**config.mk**
```make
export PLATFORM = sky130hd
export DESIGN_NAME = mhh_count
export DESIGN_NICKNAME = d
export VERILOG_FILES = /design/src/sv/mhh_pkg.sv /design/src/sv/mhh_count.sv
export SDC_FILE = /design/constraint.sdc
export NUM_CORES = 1
export LEC_CHECK = 0
export ABC_CLOCK_PERIOD_IN_PS = 4000
export CAP_MARGIN = 20
export CORE_UTILIZATION = 55
export DETAILED_ROUTE_END_ITERATION = 10
export DONT_BUFFER_PORTS = 1
export PLACE_DENSITY = 0.73
export SETUP_SLACK_MARGIN = 0.5
export SKIP_CTS_REPAIR_TIMING = 1
export SYNTH_ARGS = -nofsm -noshare
export SYNTH_HDL_FRONTEND = slang
export SYNTH_SLANG_ARGS = --single-unit
export TNS_END_PERCENT = 20
```
**constraint.sdc**
```tcl
create_clock -name i_clk -period 4 [get_ports i_clk]
set_input_delay 0.8 -clock i_clk [delete_from_list [all_inputs] [get_ports i_clk]]
set_output_delay 0.8 -clock i_clk [all_outputs]
set_load 0.01 [all_outputs]
```
**src/sv/mhh_pkg.sv**
```systemverilog
package mhh_pkg;

    localparam int WordLen    = 6;
    localparam int CodeBits   = 2 * WordLen;
    localparam int Bins       = 1 << CodeBits;
    localparam int CountWidth = 32;
    localparam int RunWidth   = $clog2(WordLen + 1);

    localparam logic [CountWidth-1:0] CountMax = {CountWidth{1'b1}};

    localparam logic [1:0] FUNC_PUSH = 2'd0;
    localparam logic [1:0] FUNC_NEW  = 2'd1;
    localparam logic [1:0] FUNC_READ = 2'd2;

    typedef struct packed {
        logic [1:0]          func;
        logic [7:0]          base_char;
        logic                coding_flag;
        logic [CodeBits-1:0] bin_index;
    } t_in_item;

    typedef struct packed {
        logic                  counted;
        logic [CodeBits-1:0]   hexamer_code;
        logic [CountWidth-1:0] bin_count;
        logic [CountWidth-1:0] total_count;
    } t_out_item;

    typedef struct packed {
        logic                counted;
        logic                is_read;
        logic [CodeBits-1:0] addr;
        logic [CodeBits-1:0] code;
    } t_bin_req;

    // {valid, 2-bit base}
    function automatic logic [2:0] base_decode(input logic [7:0] ch);
        logic [2:0] res;
        case (ch)
            8'h41, 8'h61: res = 3'b100;
            8'h43, 8'h63: res = 3'b101;
            8'h47, 8'h67: res = 3'b110;
            8'h54, 8'h74: res = 3'b111;
            default:      res = 3'b000;
        endcase
        return res;
    endfunction

    function automatic logic [CountWidth-1:0] sat_inc(input logic [CountWidth-1:0] v);
        return (v == CountMax) ? v : v + 1'b1;
    endfunction

endpackage

```
**src/sv/mhh_count.sv**
```systemverilog
module mhh_count (
    input  logic                           i_clk,
    input  logic                           i_rst_n,
    input  logic                           i_take,
    input  mhh_pkg::t_bin_req              i_req,
    input  logic [mhh_pkg::CountWidth-1:0] i_rd_data,
    input  logic                           i_out_stall,
    output logic                           o_in_stall,
    output logic                           o_wr_en,
    output logic [mhh_pkg::CodeBits-1:0]   o_wr_addr,
    output logic [mhh_pkg::CountWidth-1:0] o_wr_data,
    output logic                           o_out_valid,
    output mhh_pkg::t_out_item             o_out_item
);

    logic                           r_s1_vld;
    mhh_pkg::t_bin_req              r_s1;
    logic                           r_fwd_vld;
    logic [mhh_pkg::CodeBits-1:0]   r_fwd_addr;
    logic [mhh_pkg::CountWidth-1:0] r_fwd_data;
    logic [mhh_pkg::CountWidth-1:0] r_total;
    logic                           r_out_vld;
    mhh_pkg::t_out_item             r_out;
    logic                           r_clr_busy;
    logic [mhh_pkg::CodeBits-1:0]   r_clr_addr;

    logic                           s1_adv;
    logic [mhh_pkg::CountWidth-1:0] bin_cur;
    logic [mhh_pkg::CountWidth-1:0] bin_inc;
    logic [mhh_pkg::CountWidth-1:0] tot_inc;

    // bypass the write that lands on the same edge as this item's read
    assign bin_cur = (r_fwd_vld && (r_fwd_addr == r_s1.addr)) ? r_fwd_data : i_rd_data;
    assign bin_inc = mhh_pkg::sat_inc(bin_cur);
    assign tot_inc = mhh_pkg::sat_inc(r_total);
    assign s1_adv  = r_s1_vld && (!r_out_vld || !i_out_stall);

    assign o_in_stall  = r_clr_busy || (r_s1_vld && !s1_adv);
    assign o_out_valid = r_out_vld;
    assign o_out_item  = r_out;

    always_comb begin
        if (r_clr_busy) begin
            o_wr_en   = 1'b1;
            o_wr_addr = r_clr_addr;
            o_wr_data = '0;
        end else begin
            o_wr_en   = s1_adv && r_s1.counted;
            o_wr_addr = r_s1.addr;
            o_wr_data = bin_inc;
        end
    end

    always_ff @(posedge i_clk) begin
        if (!i_rst_n) begin
            r_s1_vld   <= 1'b0;
            r_out_vld  <= 1'b0;
            r_fwd_vld  <= 1'b0;
            r_total    <= '0;
            r_clr_busy <= 1'b1;
            r_clr_addr <= '0;
        end else begin
            if (r_clr_busy) begin
                r_clr_addr <= r_clr_addr + 1'b1;
                if (r_clr_addr == mhh_pkg::CodeBits'(mhh_pkg::Bins - 1)) begin
                    r_clr_busy <= 1'b0;
                end
            end
            if (i_take) begin
                r_s1_vld <= 1'b1;
            end else if (s1_adv) begin
                r_s1_vld <= 1'b0;
            end
            if (s1_adv) begin
                r_out_vld <= 1'b1;
            end else if (!i_out_stall) begin
                r_out_vld <= 1'b0;
            end
            if (o_wr_en) begin
                r_fwd_vld <= 1'b1;
            end
            if (s1_adv && r_s1.counted) begin
                r_total <= tot_inc;
            end
        end
    end

    always_ff @(posedge i_clk) begin
        if (i_take) begin
            r_s1 <= i_req;
        end
        if (o_wr_en) begin
            r_fwd_addr <= o_wr_addr;
            r_fwd_data <= o_wr_data;
        end
        if (s1_adv) begin
            r_out.counted      <= r_s1.counted;
            r_out.hexamer_code <= r_s1.code;
            r_out.bin_count    <= r_s1.is_read ? bin_cur : '0;
            r_out.total_count  <= r_s1.counted ? tot_inc : r_total;
        end
    end

endmodule

```
==> results.py <==
metrics = {
    "clock_network": {
        "cts_tree": "built",
        "clkTransAtPathRegs_ns": 0.08,
        "cts_root_buf": "clkbuf_16",
        "numCtsBuffers": 17,
        "clk_latency_ns": 0.44,
        "cts.sinks": 195,
        "cts.path.max_buffers": 2,
        "cts_max_level": 4,
    },
    "synth": {
        "synth.cell_area_mm2": 0.00967,
        "syn_inst": 843,
        "yosys_register_bits": 195,
        "synth-edff-count": 147,
        "syn_area_per_cell_um2": 11.5,
        "synth_fp_nets": 908,
        "synth_seq_area_share_pct": 55.6,
        "synth_fa_ha_area_share_pct": 0.388,
        "synth_top_family_by_area": "simple AND/OR/NAND/NOR gates",
        "yosysUniqueCellTypes": 52,
        "yosysWarnings": 0,
        "synth.area.mux_share_pct": 6.78,
        "synth-compound-area-share_pct": 3.54,
        "synth-simple-area-share_pct": 22.1,
        "synthFlopType": "edfxtp_1",
        "synth_xor_area_share_pct": 9.60,
        "async_reset_ff_share_pct": 0,
    },
    "floorplan": {
        "fp.dieW_um": 135,
        "start_util_pct": 56.1,
        "core_area_mm2": 0.0172,
        "ios": 186,
        "die_area_mm2": 0.0181,
        "row_count": 48,
        "fp.dieH_um": 135,
    },
    "pwr": {
        "cellLeakagePower_nw": 3.78,
        "power_mw": 4.10,
        "p_per_area_mw_per_mm2": 377,
        "ir_worst_vdd_v": 0.000307,
    },
    "timing": {
        "setup_viol": 32,
        "finalCriticalPeriod_ns": 4.38,
        "fmax_mhz": 228,
        "relSlewSlack_pct": 28.5,
        "slew_violations": 0,
        "skew_ns": 0.0123,
        "setup_tns_ns": -9.60,
        "setup_ws_ns": -0.381,
        "rsz0062_at_grt": "true",
        "hold_ws_ns": 0.420,
        "finalHoldViolCount": 0,
        "tightest_slew_ns": 1.07,
        "min_period_over_period_pct": 110,
    },
    "final_layout": {
        "synthToLayoutAreaGrowth_pct": 12.4,
        "final_common_cell": "edfxtp_1",
        "final_core_util_pct": 63.1,
        "nets": 920,
        "final_cell_mix": "edfxtp_1 (147), nand2_1 (76), xnor2_1 (69)",
        "layoutNonFillerInstCount": 1094,
        "final_cell_area_mm2": 0.0109,
        "drive_above_1_share_pct": 15.6,
    },
    "run_status": {
        "status": "finished with violations",
        "violations": "setup timing",
    },
    "route": {
        "remaining_drc_errors": 0,
        "post_drt_wl_per_cell_um": 20.5,
        "ant_nets": 0,
        "routed_wl_um": 22400,
        "num_vias": 6551,
        "drt_iter0_drc": 392,
        "dr.pass1.iters": 5,
        "routed_via_density": 5.99,
    },
    "worst_hold_path": {
        "min_from": "r_s1[9]$_DFFE_PP_",
        "hp-class": "flop to flop",
    },
    "placed_design": {
        "dp_slack_ns": -0.0143,
        "dp.cells": 1052,
        "place_area_mm2": 0.0101,
        "dp_hpwl_um": 15300,
        "io_buffers": 0,
        "gp_congestion": 0.928,
    },
    "job": {
        "maxCapViolCount": 0,
    },
    "global_route": {
        "grt_max_degree": 82,
        "grt_most_used_layer": "met2",
        "use_met3_pct": 6.53,
        "overflow": 0,
        "grt_pass1_wl_um": 34500,
        "use_met2_pct": 42.4,
        "antenna_found_initial": 1,
        "track_usage_pct": 24.8,
        "grt_pass1_vias": 6439,
        "grt_use_met1_pct": 29.8,
    },
    "setup_path": {
        "start_kind": "flop",
        "slowest_stage": "edfxtp_1",
        "startpoint": "r_s1[15]$_DFFE_PP_",
        "cp_top_family": "simple AND/OR/NAND/NOR gates",
        "worst_path_largest_cell_delay_ns": 0.43,
        "rr_startpoint": "r_s1[15]$_DFFE_PP_",
        "critPathRequiredTime_ns": 3.20,
        "crit_path_max_fanout": 6,
        "critPathCaptureType": "primary output",
        "worst-path-buf-inv": 3,
        "critPathKind": "flop to primary output",
        "critPathArrivalTime_ns": 3.58,
        "crit_path_cell_trace": "xnor2_2 > nand4_1 > nor4_4 > buf_12 > mux2_4 > ha_4 > nand3_4 > nor4_4 > buf_4 > nand3_4 > mux2_4 > xor2_1 > nor2_1 > buf_4",
    },
}
[cell type report]
type                    count  area, µm²
diodes                      1       2.50
clock buffers              18        429
clock inverters            14        146
fillers                  1318       6360
inverters                   7       26.3
multi-input cells         609       4400
flip-flops and latches    195       5380
well taps                 225        282
repair buffers             25        210
[cells by family (layout without fill, tap and decap cells)]
family,count (synthesis),in the layout
adders and majority gates,3,3
buffers and inverters,40,64
and+or+nand+nor,387,387
AOI/OAI and AO/OA,49,49
muxes,63,64
DFF,195,195
other,0,1
xor gates and xnor gates,106,106
[per-layer routing]
| layer | wire [µm] | up-vias |
|---|---|---|
| li1 | - | 3066 |
| met1 | 8810 | 3187 |
| met2 | 11300 | 252 |
| met3 | 1680 | 46 |
| met4 | 567 | 0 |
| met5 | 0 | - |
[final timing paths]
check / endpoint / slack, ns / cells past startpoint
worst max-delay path: o_wr_data[0] / -0.38 / 14
worst min-delay path: o_out_item[73]$_DFFE_PP_ / 0.42 / 0
worst max register to register: r_fwd_data[6]$_DFFE_PP_ / 0.65 / 14
worst min register to register: o_out_item[73]$_DFFE_PP_ / 0.42 / 0
[synth_stat cells (4+ instances only)]
cell	instances	area [µm²]
buf_4	8	60.1
xor2_1	35	307
nor3_1	10	50.1
xnor2_1	71	622
mux2i_1	46	460
nand3_1	48	240
nand2_1	80	300
and2_1	39	244
nor4_2	4	50.1
nand4b_1	4	35.0
buf_2	7	35.0
edfxtp_1	147	4410
and3_1	18	113
dfxtp_1	48	961
and4_1	9	78.8
inv_1	7	26.3
o21ai_0	15	75.1
nand4_1	36	225
a21boi_0	9	67.6
a21oi_1	5	25.0
clkbuf_1	16	60.1
nor2_1	60	225
nor4_1	7	43.8
or3_1	9	56.3
nor2b_1	41	257
mux2_2	16	180
[sequential cells by signal, indices dropped and copies added, names as in the netlist]
| register | flops |
|---|---|
| r_fwd_vld | 1 |
| r_s1 | 26 |
| o_out_item | 77 |
| r_clr_addr | 12 |
| r_s1_vld | 1 |
| r_fwd_data | 32 |
| r_fwd_addr | 12 |
| o_out_valid | 1 |
| r_total | 32 |
| r_clr_busy | 1 |
[where the power goes]
| group | switching, mW | internal (mW) | total [mW] |
|---|---|---|---|
| Clock | 0.813 | 0.831 | 1.64 |
| Combinational | 0.0858 | 0.0628 | 0.149 |
| Sequential | 0.0612 | 2.25 | 2.31 |
| Total | 0.960 | 3.14 | 4.10 |
[worst reg2reg max path, cell delays in order, from the launching register on]
cell and delay (ns):
edfxtp_1 0.43, xnor2_2 0.20, nand4_1 0.21, nor4_4 0.34
buf_12 0.16, mux2_4 0.18, ha_4 0.17, nand3_4 0.09
nor4_4 0.21, buf_4 0.19, nand3_4 0.12, mux2_4 0.38
o21ai_0 0.12, xnor2_1 0.14, nor2_1 0.10
No activity file was read; power rests on OpenSTA's default activity.
