==> src/sv/mhh_pkg.sv <==
package mhh_pkg;

    localparam int WordLen    = 6;
    localparam int CodeBits   = 2 * WordLen;
    localparam int Bins       = 1 << CodeBits;
    localparam int CountWidth = 32;
    localparam int RunWidth   = $clog2(WordLen + 1);

    localparam logic [CountWidth-1:0] CountMax = {CountWidth{1'b1}};

    localparam logic [1:0] FUNC_PUSH = 2'd0;
    localparam logic [1:0] FUNC_NEW  = 2'd1;
    localparam logic [1:0] FUNC_READ = 2'd2;

    typedef struct packed {
        logic [1:0]          func;
        logic [7:0]          base_char;
        logic                coding_flag;
        logic [CodeBits-1:0] bin_index;
    } t_in_item;

    typedef struct packed {
        logic                  counted;
        logic [CodeBits-1:0]   hexamer_code;
        logic [CountWidth-1:0] bin_count;
        logic [CountWidth-1:0] total_count;
    } t_out_item;

    typedef struct packed {
        logic                counted;
        logic                is_read;
        logic [CodeBits-1:0] addr;
        logic [CodeBits-1:0] code;
    } t_bin_req;

    // {valid, 2-bit base}
    function automatic logic [2:0] base_decode(input logic [7:0] ch);
        logic [2:0] res;
        case (ch)
            8'h41, 8'h61: res = 3'b100;
            8'h43, 8'h63: res = 3'b101;
            8'h47, 8'h67: res = 3'b110;
            8'h54, 8'h74: res = 3'b111;
            default:      res = 3'b000;
        endcase
        return res;
    endfunction

    function automatic logic [CountWidth-1:0] sat_inc(input logic [CountWidth-1:0] v);
        return (v == CountMax) ? v : v + 1'b1;
    endfunction

endpackage

==> src/sv/mhh_window.sv <==
module mhh_window (
    input  logic              i_clk,
    input  logic              i_rst_n,
    input  logic              i_take,
    input  mhh_pkg::t_in_item i_item,
    output mhh_pkg::t_bin_req o_req
);

    logic [mhh_pkg::CodeBits-1:0] r_window, n_window;
    logic [mhh_pkg::RunWidth-1:0] r_run, n_run;
    logic [2:0]                   dec;
    logic                         counted;

    always_comb begin
        n_window = r_window;
        n_run    = r_run;
        counted  = 1'b0;
        dec      = mhh_pkg::base_decode(i_item.base_char);
        case (i_item.func)
            mhh_pkg::FUNC_PUSH: begin
                if (!dec[2]) begin
                    n_run = '0;
                end else begin
                    n_window = {r_window[mhh_pkg::CodeBits-3:0], dec[1:0]};
                    if (i_item.coding_flag) begin
                        n_run = '0;
                    end else begin
                        if (r_run < mhh_pkg::RunWidth'(mhh_pkg::WordLen)) begin
                            n_run = r_run + 1'b1;
                        end
                        counted = (n_run == mhh_pkg::RunWidth'(mhh_pkg::WordLen));
                    end
                end
            end
            mhh_pkg::FUNC_NEW: begin
                n_window = '0;
                n_run    = '0;
            end
            default: begin
            end
        endcase
        o_req.counted = counted;
        o_req.is_read = (i_item.func == mhh_pkg::FUNC_READ);
        o_req.addr    = (i_item.func == mhh_pkg::FUNC_READ) ? i_item.bin_index : n_window;
        o_req.code    = n_window;
    end

    always_ff @(posedge i_clk) begin
        if (!i_rst_n) begin
            r_window <= '0;
            r_run    <= '0;
        end else if (i_take) begin
            r_window <= n_window;
            r_run    <= n_run;
        end
    end

endmodule

==> config.mk <==
export PLATFORM = sky130hd
export DESIGN_NAME = mhh_window
export DESIGN_NICKNAME = d
export VERILOG_FILES = /design/src/sv/mhh_pkg.sv /design/src/sv/mhh_window.sv
export SDC_FILE = /design/constraint.sdc
export NUM_CORES = 1
export LEC_CHECK = 0
export BUFFER_PORTS_ARGS = -buffer_cell sky130_fd_sc_hd__buf_2
export CORE_UTILIZATION = 30
export CTS_CLUSTER_DIAMETER = 60
export DETAILED_ROUTE_END_ITERATION = 10
export GPL_ROUTABILITY_DRIVEN = 0
export SLEW_MARGIN = 20
export SYNTH_ARGS = -nofsm -noshare
export SYNTH_HDL_FRONTEND = slang
export SYNTH_SLANG_ARGS = --single-unit
==> constraint.sdc <==
create_clock -name i_clk -period 3.5 [get_ports i_clk]
set_input_delay 0.7 -clock i_clk [delete_from_list [all_inputs] [get_ports i_clk]]
set_output_delay 0.7 -clock i_clk [all_outputs]
set_load 0.02 [all_outputs]
==> results.cfg, run 1 <==
[status]
status = finished, final reports clean

[cts]
cts_buffers = 3
htree_levels = 1
holdBufCountCts = 0
postCtsSetupBuffers = 0
cts-root-buf = clkbuf_8
cts.sinks = 15
clk_latency_ps = 240
cts_tree = yes
ctsResizeCount = 0
cts.path.max_buffers = 2
path_clk_slew_ps = 60

[critical_path]
crit_path_max_fanout = 10
slowest_delay_ps = 580
critPathRequiredTime_ps = 2800
cp-start-kind = primary input
worstPathArrival_ps = 2280
cpMostUsedCell = buf_2
path_cells = buf_2 -> or3b_1 -> nor2_8 -> o21ai_2 -> a221o_1 -> buf_2
crit_path_end_kind = output pin
slowest_stage = or3b_1
crit_type = in -> out

[floorplan]
io_pins = 52
coreArea_um2 = 3660
die_y_um = 64.0
num_rows = 22
die_area_um2 = 4090
start_util = 0.315
die_w_um = 64.0

[finish]
nets = 201
drive_gt1_frac = 0.370
utilization = 0.400
syn_to_final_growth_pct = 27.0
num_antenna_cells = 0
design_area_um2 = 1460

[synthesis]
netlist_instances = 125
synthArstFlopShare = 0
synthTopCellsByArea = dfxtp_1 (26%), a22o_1 (21%), a21o_1 (4.6%)
synth_most_common_cell = a22o_1
synth_edf_count = 0
synth.ff_latch_count = 15
synth.avg_cell_area_um2 = 9.22
synth_top_area_share = 0.261
yosys_warnings = 0
syn_nets = 152
yosysSeqAreaShare = 0.261
post-synth-top-area-cell = dfxtp_1
synthTopCellsByCount = a22o_1 (27), dfxtp_1 (15), a21o_1 (7)
ys_types = 41
synth_area_um2 = 1150
synth_flop_cell = dfxtp_1

[global_route]
track_usage = 0.146
antenna_found_initial = 0
grt_start_max_net_pins = 18
grt_pass1_wl_um = 4800
grt_pass1_vias = 1056
grt.overflow.total = 0

[power_and_ir_drop]
p_switching_uw = 101
ir_drop_mv = 0.113
pwr-share-clk = 0.349
power_frac_comb = 0.204
seq_power_share = 0.447
power_density_nw_per_um2 = 261
internal-power_uw = 281
swShare = 0.264
leakagePower_uw = 0.000754

[timing]
setup_viol_count_final = 0
tns_ps = 0
fin_crit_sh = 0.851
grt_setup_unrepaired = no
slew_viol_final = 0
finalHoldViolCount = 0
worstMarginPinSlew_ps = 575
fmax_mhz = 336
slew-limit-headroom = 0.615
holdWs_ps = 503
finalClockSkew_ps = 1.29
finalCriticalPeriod_ps = 2980

[detailed_routing]
detail-route-antenna-nets = 0
route.detailed.drc = 0
routed_via_density = 5.57
totalWireLength_um = 3010
vias = 1231
drtIter0Drc = 56
dr.pass1.iters = 4
wl_per_cell_um = 13.6

[flow_run]
cap_viol_max_count = 0

[placed_design]
dpl_cell_area_um2 = 1420
dp_hpwl_um = 2280
port_buffers = 50

[worst_hold_path]
hold_class = reg -> reg
## cells by family (layout without fill, tap and decap cells)
| family | after synthesis | after routing | share of synthesized area |
|---|---|---|---|
| buffers and inverters | 10 | 58 | 0.0575 |
| XOR/XNOR | 1 | 1 | 0.00760 |
| AND/OR/NAND/NOR | 36 | 36 | 0.214 |
| flip-flops | 15 | 15 | 0.261 |
| AO/OA/AOI/OAI | 58 | 58 | 0.410 |
| multiplexers | 4 | 4 | 0.0391 |
| adder cells (fa/ha/maj) | 1 | 1 | 0.0109 |
## layout make-up
cell class              instances  area (µm²)
clock buffers                   4        45.0
fillers                       381        2200
inverters                       2        7.51
multi-input cells             100         786
flip-flops and latches         15         300
well taps                      48        60.1
repair buffers                 52         265
## through the flow
stage,cells,worst slack (ps),total power [µW]
floorplan,125,839,224
global placement,217,537,251
detailed placement,217,527,253
CTS,221,520,389
global route,221,446,400
finish,221,521,383
## power by group through the flow
stage / clock (µW) / sequential (µW) / combinational (µW)
after detailed placement: 0 / 175 / 78.4
after CTS: 139 / 171 / 78.7
after floorplan: 0 / 175 / 49.6
final: 134 / 171 / 77.9
after global placement: 0 / 175 / 76.5
after global routing: 145 / 171 / 84.5
## path summary, 6_finish.rpt
check        cells past startpoint            to  slack (ps)    startpoint
max                              6     o_req[23]         520    i_item[16]
min                              1  r_window[10]         500  r_window[10]
max reg2reg                      3      r_run[1]        2460      r_run[0]
min reg2reg                      1  r_window[10]         500  r_window[10]
## routing by layer
metal / up-vias / global-route usage / wire length, µm
met3: 2 / 0.0179 / 187
met4: 0 / 0.0597 / 27
li1: 596 / - / -
met2: 44 / 0.241 / 1440
met1: 589 / 0.191 / 1350
met5: - / 0 / 0
## cell usage in the layout (no fill, tap or decap), types with 2 or more instances in the layout
cell type,count
buf_2,50
a22o_1,27
dfxtp_1,15
a21o_1,7
nand2b_1,6
o21ai_1,5
nor2_1,4
nand2_1,4
and3_1,4
a221o_1,4
mux2i_1,3
nor3_1,3
o211ai_1,3
clkbuf_8,3
or2_1,2
nor3_4,2
nor3b_1,2
nand3_1,2
o21ai_2,2
a21oi_1,2
a31oi_1,2
buf_4,2
## registers in the layout, summed over array words and instances, names as in the netlist
name,cells
r_window,12
r_run,3
## worst max-delay path: cells and delay by family
family | cells | cell delay (ps)
AND/OR/NAND/NOR | 2 | 810
AO/OA/AOI/OAI | 2 | 500
buffers and inverters | 2 | 260
Note: power is estimated with default switching activity, not from simulation.
==> run 2, diff against run 1 <==
--- a/config.mk
+++ b/config.mk
@@ -10,6 +10,7 @@
 export CTS_CLUSTER_DIAMETER = 60
 export DETAILED_ROUTE_END_ITERATION = 10
 export GPL_ROUTABILITY_DRIVEN = 0
+export SETUP_SLACK_MARGIN = 0.05
 export SLEW_MARGIN = 20
 export SYNTH_ARGS = -nofsm -noshare
 export SYNTH_HDL_FRONTEND = slang
==> constraint.sdc (replaced) <==
create_clock -name i_clk -period 3.19 [get_ports i_clk]
set_input_delay 0.638 -clock i_clk [delete_from_list [all_inputs] [get_ports i_clk]]
set_output_delay 0.638 -clock i_clk [all_outputs]
set_load 0.02 [all_outputs]
==> results.cfg, run 2 (synthesized netlist as in run 1, its figures left out) <==
[worst_hold_path]
worstHoldStart = r_window[10]
timing.hold.worst_path_depth = 1
min_to = r_window[10]
hold_class = reg -> reg

[finish]
ff_latch_area_um2 = 300
syn_to_final_growth_pct = 27.0
top_regs = r_window x12, r_run x3
drive_gt1_frac = 0.370
final_cell_mix = buf_2 (50), a22o_1 (27), dfxtp_1 (15)
largest-register = r_window
design_area_um2 = 1460
nets = 201
final_common_cell = buf_2
num_antenna_cells = 0
largest_reg_flops = 12
utilization = 0.400
multi_input_area_um2 = 786
fillers = 405

[timing]
grt_setup_unrepaired = no
fin_crit_sh = 0.894
fmax_mhz = 351
setup_viol_count_final = 0
finalCriticalPeriod_ps = 2850
worstMarginPinSlew_ps = 567
finalClockSkew_ps = 2.07
tns_ps = 0
slew_viol_final = 0
slew-limit-headroom = 0.621
finalHoldViolCount = 0

[critical_path]
cpMostUsedCell = buf_2
cp-start-kind = primary input
r2r_slack_ps = 2130
crit_path_end_kind = output pin
path_delay_family = simple AND/OR/NAND/NOR gates
crit_type = in -> out
critPathRequiredTime_ps = 2550
reg2reg_from = r_run[0]
crit_buf_inv = 2
worstPathArrival_ps = 2220
path_cells = buf_2 -> or3b_1 -> nor2_8 -> o21ai_2 -> a221o_1 -> buf_2
reg2reg_to = r_run[1]
slowest_delay_ps = 580
crit_path_max_fanout = 10
reg2regPathDepth = 3
slowest_stage = or3b_1

[cts]
ctsResizeCount = 0
holdBufCountCts = 0
cts-root-buf = clkbuf_8
cts_tree = yes
clk_latency_ps = 250
postCtsSetupBuffers = 0
htree_levels = 1
cts_buffers = 3
cts.path.max_buffers = 2
path_clk_slew_ps = 60
cts.sinks = 15

[floorplan]
io_pins = 52
start_util = 0.315
coreArea_um2 = 3660
die_y_um = 64.0
die_w_um = 64.0
die_area_um2 = 4090
num_rows = 22

[placed_design]
port_buffers = 50
dp_hpwl_um = 2270
dpl_cell_area_um2 = 1420

[flow_run]
cap_viol_max_count = 0

[power_and_ir_drop]
leakagePower_uw = 0.000754
ir_drop_mv = 0.117
power_density_nw_per_um2 = 293

[global_route]
grt_pass1_wl_um = 4890
antenna_found_initial = 0
track_usage = 0.150
grt_start_max_net_pins = 18
grt_pass1_vias = 1073
grt.overflow.total = 0

[detailed_routing]
vias = 1239
drtIter0Drc = 52
dr.pass1.iters = 4
routed_via_density = 5.61
totalWireLength_um = 3050
route.detailed.drc = 0
wl_per_cell_um = 13.8
detail-route-antenna-nets = 0

[status]
status = finished, final reports clean
==> run 2: cell counts in the layout (fill, tap and decap cells not counted) <==
No cell type changed its count.
==> run 2: worst register-to-register path, delay by kind of cell (launching register included) <==
family,cells,cell delay [ps]
flip-flops,1,340
adder cells (fa/ha/maj),1,330
AO/OA/AOI/OAI,2,290
==> run 2: metrics by stage <==
stage | hold WS, ps | total power (µW) | instances | worst slack [ps]
CTS | 505 | 435 | 221 | 323
global placement | 484 | 276 | 217 | 352
floorplan | 466 | 246 | 125 | 653
global route | 534 | 445 | 221 | 250
detailed placement | 488 | 278 | 217 | 328
finish | 503 | 428 | 221 | 337
==> run 2: layer usage <==
layer | part of all wire | global-route usage
met1 | 0.46 | 0.192
met2 | 0.48 | 0.247
met3 | 0.045 | 0.0161
met4 | 0.017 | 0.0767
met5 | 0 | 0
==> run 2: worst max-delay path by stage <==
stage                            to  startpoint  cells after the start  slack [ps]
after CTS                 o_req[23]  i_item[16]                      6         320
after floorplan           o_req[10]  i_item[21]                      6         650
after global placement    o_req[23]  i_item[16]                      6         350
after detailed placement  o_req[23]  i_item[16]                      6         330
after global routing      o_req[20]  i_item[16]                      7         250
final                     o_req[19]  i_item[16]                      6         340
==> run 2: final cells by class <==
| cell class | instances | share of cell area |
|---|---|---|
| sequential | 15 | 0.205 |
| multi-input combinational | 100 | 0.537 |
| clock buffer | 4 | 0.0308 |
| timing repair buffer | 52 | 0.181 |
| tap | 48 | 0.0410 |
| inverter | 2 | 0.00513 |
==> run 2: where the power goes <==
part,switching (µW),internal (µW)
Sequential,0.232,187
Combinational,52.7,33.2
Clock,66.2,88.4
==> run 3, diff against run 2 <==
--- a/config.mk
+++ b/config.mk
@@ -5,6 +5,7 @@
 export SDC_FILE = /design/constraint.sdc
 export NUM_CORES = 1
 export LEC_CHECK = 0
+export ABC_AREA = 1
 export BUFFER_PORTS_ARGS = -buffer_cell sky130_fd_sc_hd__buf_2
 export CORE_UTILIZATION = 30
 export CTS_CLUSTER_DIAMETER = 60
==> results.cfg, run 3 <==
[synthesis]
synthArstFlopShare = 0
ys_types = 26
synth.ff_latch_count = 15
syn_nets = 246
synth_edf_count = 0
yosysSeqAreaShare = 0.217
synth.avg_cell_area_um2 = 6.33
synth_area_um2 = 1390
synth_flop_cell = dfxtp_1
synth_top_area_share = 0.227
synthTopCellsByArea = nand2_1 (23%), dfxtp_1 (22%), nand3_2 (7.2%)
post-synth-top-area-cell = nand2_1
synthTopCellsByCount = nand2_1 (84), inv_1 (20), nand3_1 (18)
synth_most_common_cell = nand2_1
yosys_warnings = 0
netlist_instances = 219

[power_and_ir_drop]
power_uw = 439
ir_drop_mv = 0.104
p_switching_uw = 132
power_frac_comb = 0.205
power_density_nw_per_um2 = 262
pwr-share-clk = 0.366
internal-power_uw = 306
leakagePower_uw = 0.000864
swShare = 0.302
seq_power_share = 0.429

[detailed_routing]
route.detailed.drc = 0
vias = 1455
drtIter0Drc = 97
wl_per_cell_um = 10.7
totalWireLength_um = 3370
detail-route-antenna-nets = 0
dr.pass1.iters = 4
routed_via_density = 4.60

[cts]
path_clk_slew_ps = 70
cts_tree = yes
htree_levels = 1
ctsResizeCount = 0
cts_buffers = 3
cts.sinks = 15
postCtsSetupBuffers = 0
holdBufCountCts = 0
clk_latency_ps = 250
cts.path.max_buffers = 2
cts-root-buf = clkbuf_8

[timing]
finalHoldViolCount = 0
holdWs_ps = 483
slew-limit-headroom = 0.621
slew_viol_final = 0
fin_crit_sh = 0.804
final.setup.worst_slack_ps = 625
grt_setup_unrepaired = no
finalClockSkew_ps = 1.78
worstMarginPinSlew_ps = 568
tns_ps = 0
fmax_mhz = 390
finalCriticalPeriod_ps = 2570
setup_viol_count_final = 0

[finish]
final_cell_mix = nand2_1 (84), buf_2 (50), inv_1 (20)
num_antenna_cells = 0
nets = 292
largest_reg_flops = 12
final_common_cell = nand2_1
syn_to_final_growth_pct = 20.8
largest-register = r_window
drive_gt1_frac = 0.337
utilization = 0.382
top_regs = r_window x12, r_run x3

[floorplan]
die_w_um = 70.0
start_util = 0.316
io_pins = 52
die_area_um2 = 4900
die_y_um = 70.0
coreArea_um2 = 4380
num_rows = 24

[critical_path]
critPathRequiredTime_ps = 2550
crit_path_max_fanout = 14
crit_type = in -> out
reg2regPathDepth = 6
cp-endpoint = o_req[18]
crit_path_end_kind = output pin
critPathLaunch = i_item[20]
worstPathArrival_ps = 1930
r2r_slack_ps = 1960
reg2reg_from = r_run[0]
reg2reg_to = r_run[2]
cp-start-kind = primary input

[global_route]
track_usage = 0.142
grt.overflow.total = 0
antenna_found_initial = 0
grt_start_max_net_pins = 22
grt_pass1_vias = 1314
grt_pass1_wl_um = 5780

[placed_design]
dp_hpwl_um = 2450
port_buffers = 50
pre_cts_slack_ps = 614

[worst_hold_path]
hold_class = reg -> reg

[status]
status = finished, final reports clean

[flow_run]
cap_viol_max_count = 0
## run 3: changes by cell type after synthesis, moves of 5 or more
| cell | change |
|---|---|
| nand2_2 | +7 |
| a21o_1 | -7 |
| nand4_1 | +11 |
| nand2_1 | +80 |
| nand3_1 | +16 |
| a21oi_1 | +13 |
| nand2b_1 | -6 |
| o21ai_1 | -5 |
| nand2_4 | +8 |
| a22o_1 | -27 |
| nand3_2 | +9 |
| inv_1 | +19 |
## run 3: per-stage QoR
step | area [µm²] | instances
global route | 1670 | 316
finish | 1670 | 316
global placement | 1630 | 312
CTS | 1670 | 316
floorplan | 1390 | 219
detailed placement | 1630 | 312
## run 3: power by group through the flow
stage	Sequential, µW	Combinational (µW)	Clock [µW]
4_1_cts	188	91.1	166
2_1_floorplan	192	57.7	0
3_3_place_gp	192	90.7	0
6_report	188	90.2	160
3_5_place_dp	193	90.7	0
5_1_grt	188	100	174
## run 3: worst min path at each step
stage	from	endpoint	depth (start not counted)
4_1_cts	r_window[2]	r_window[2]	2
2_1_floorplan	r_window[1]	r_window[1]	2
3_5_place_dp	r_window[2]	r_window[2]	2
3_3_place_gp	r_window[11]	r_window[11]	2
6_report	r_window[5]	r_window[5]	2
5_1_grt	r_window[2]	r_window[2]	2
## run 3: per-layer routing
metal / global-route usage / share of wire / vias up
met1: 0.194 / 0.49 / 620
li1: - / - / 790
met4: 0.0467 / 0 / 0
met3: 0.00866 / 0.056 / 0
met2: 0.237 / 0.46 / 45
met5: 0 / 0 / -
## run 3: cell families after synthesis
logic type               share of synthesized area
AND/OR/NAND/NOR                              0.572
adder cells (fa/ha/maj)                    0.00902
buffers and inverters                        0.134
XOR/XNOR                                   0.00632
flip-flops                                   0.217
AO/OA/AOI/OAI                               0.0614
## run 3: critical path: stages
cell     delay (ps)
buf_2           110
inv_2            40
nand2_1          60
nor2_2          150
nand2_4         150
nand2_4         250
nand2_1         110
nand3_1          90
nand2_1          70
nand2_1          60
nand2_1          40
buf_2           150
## run 3: final cells by class
cell class | instances | area (µm²)
Inverter | 21 | 78.8
Fill cell | 497 | 2710
Timing Repair Buffer | 53 | 285
Clock buffer | 4 | 45.0
Multi-Input combinational cell | 171 | 900
Tap cell | 52 | 65.1
Sequential cell | 15 | 300
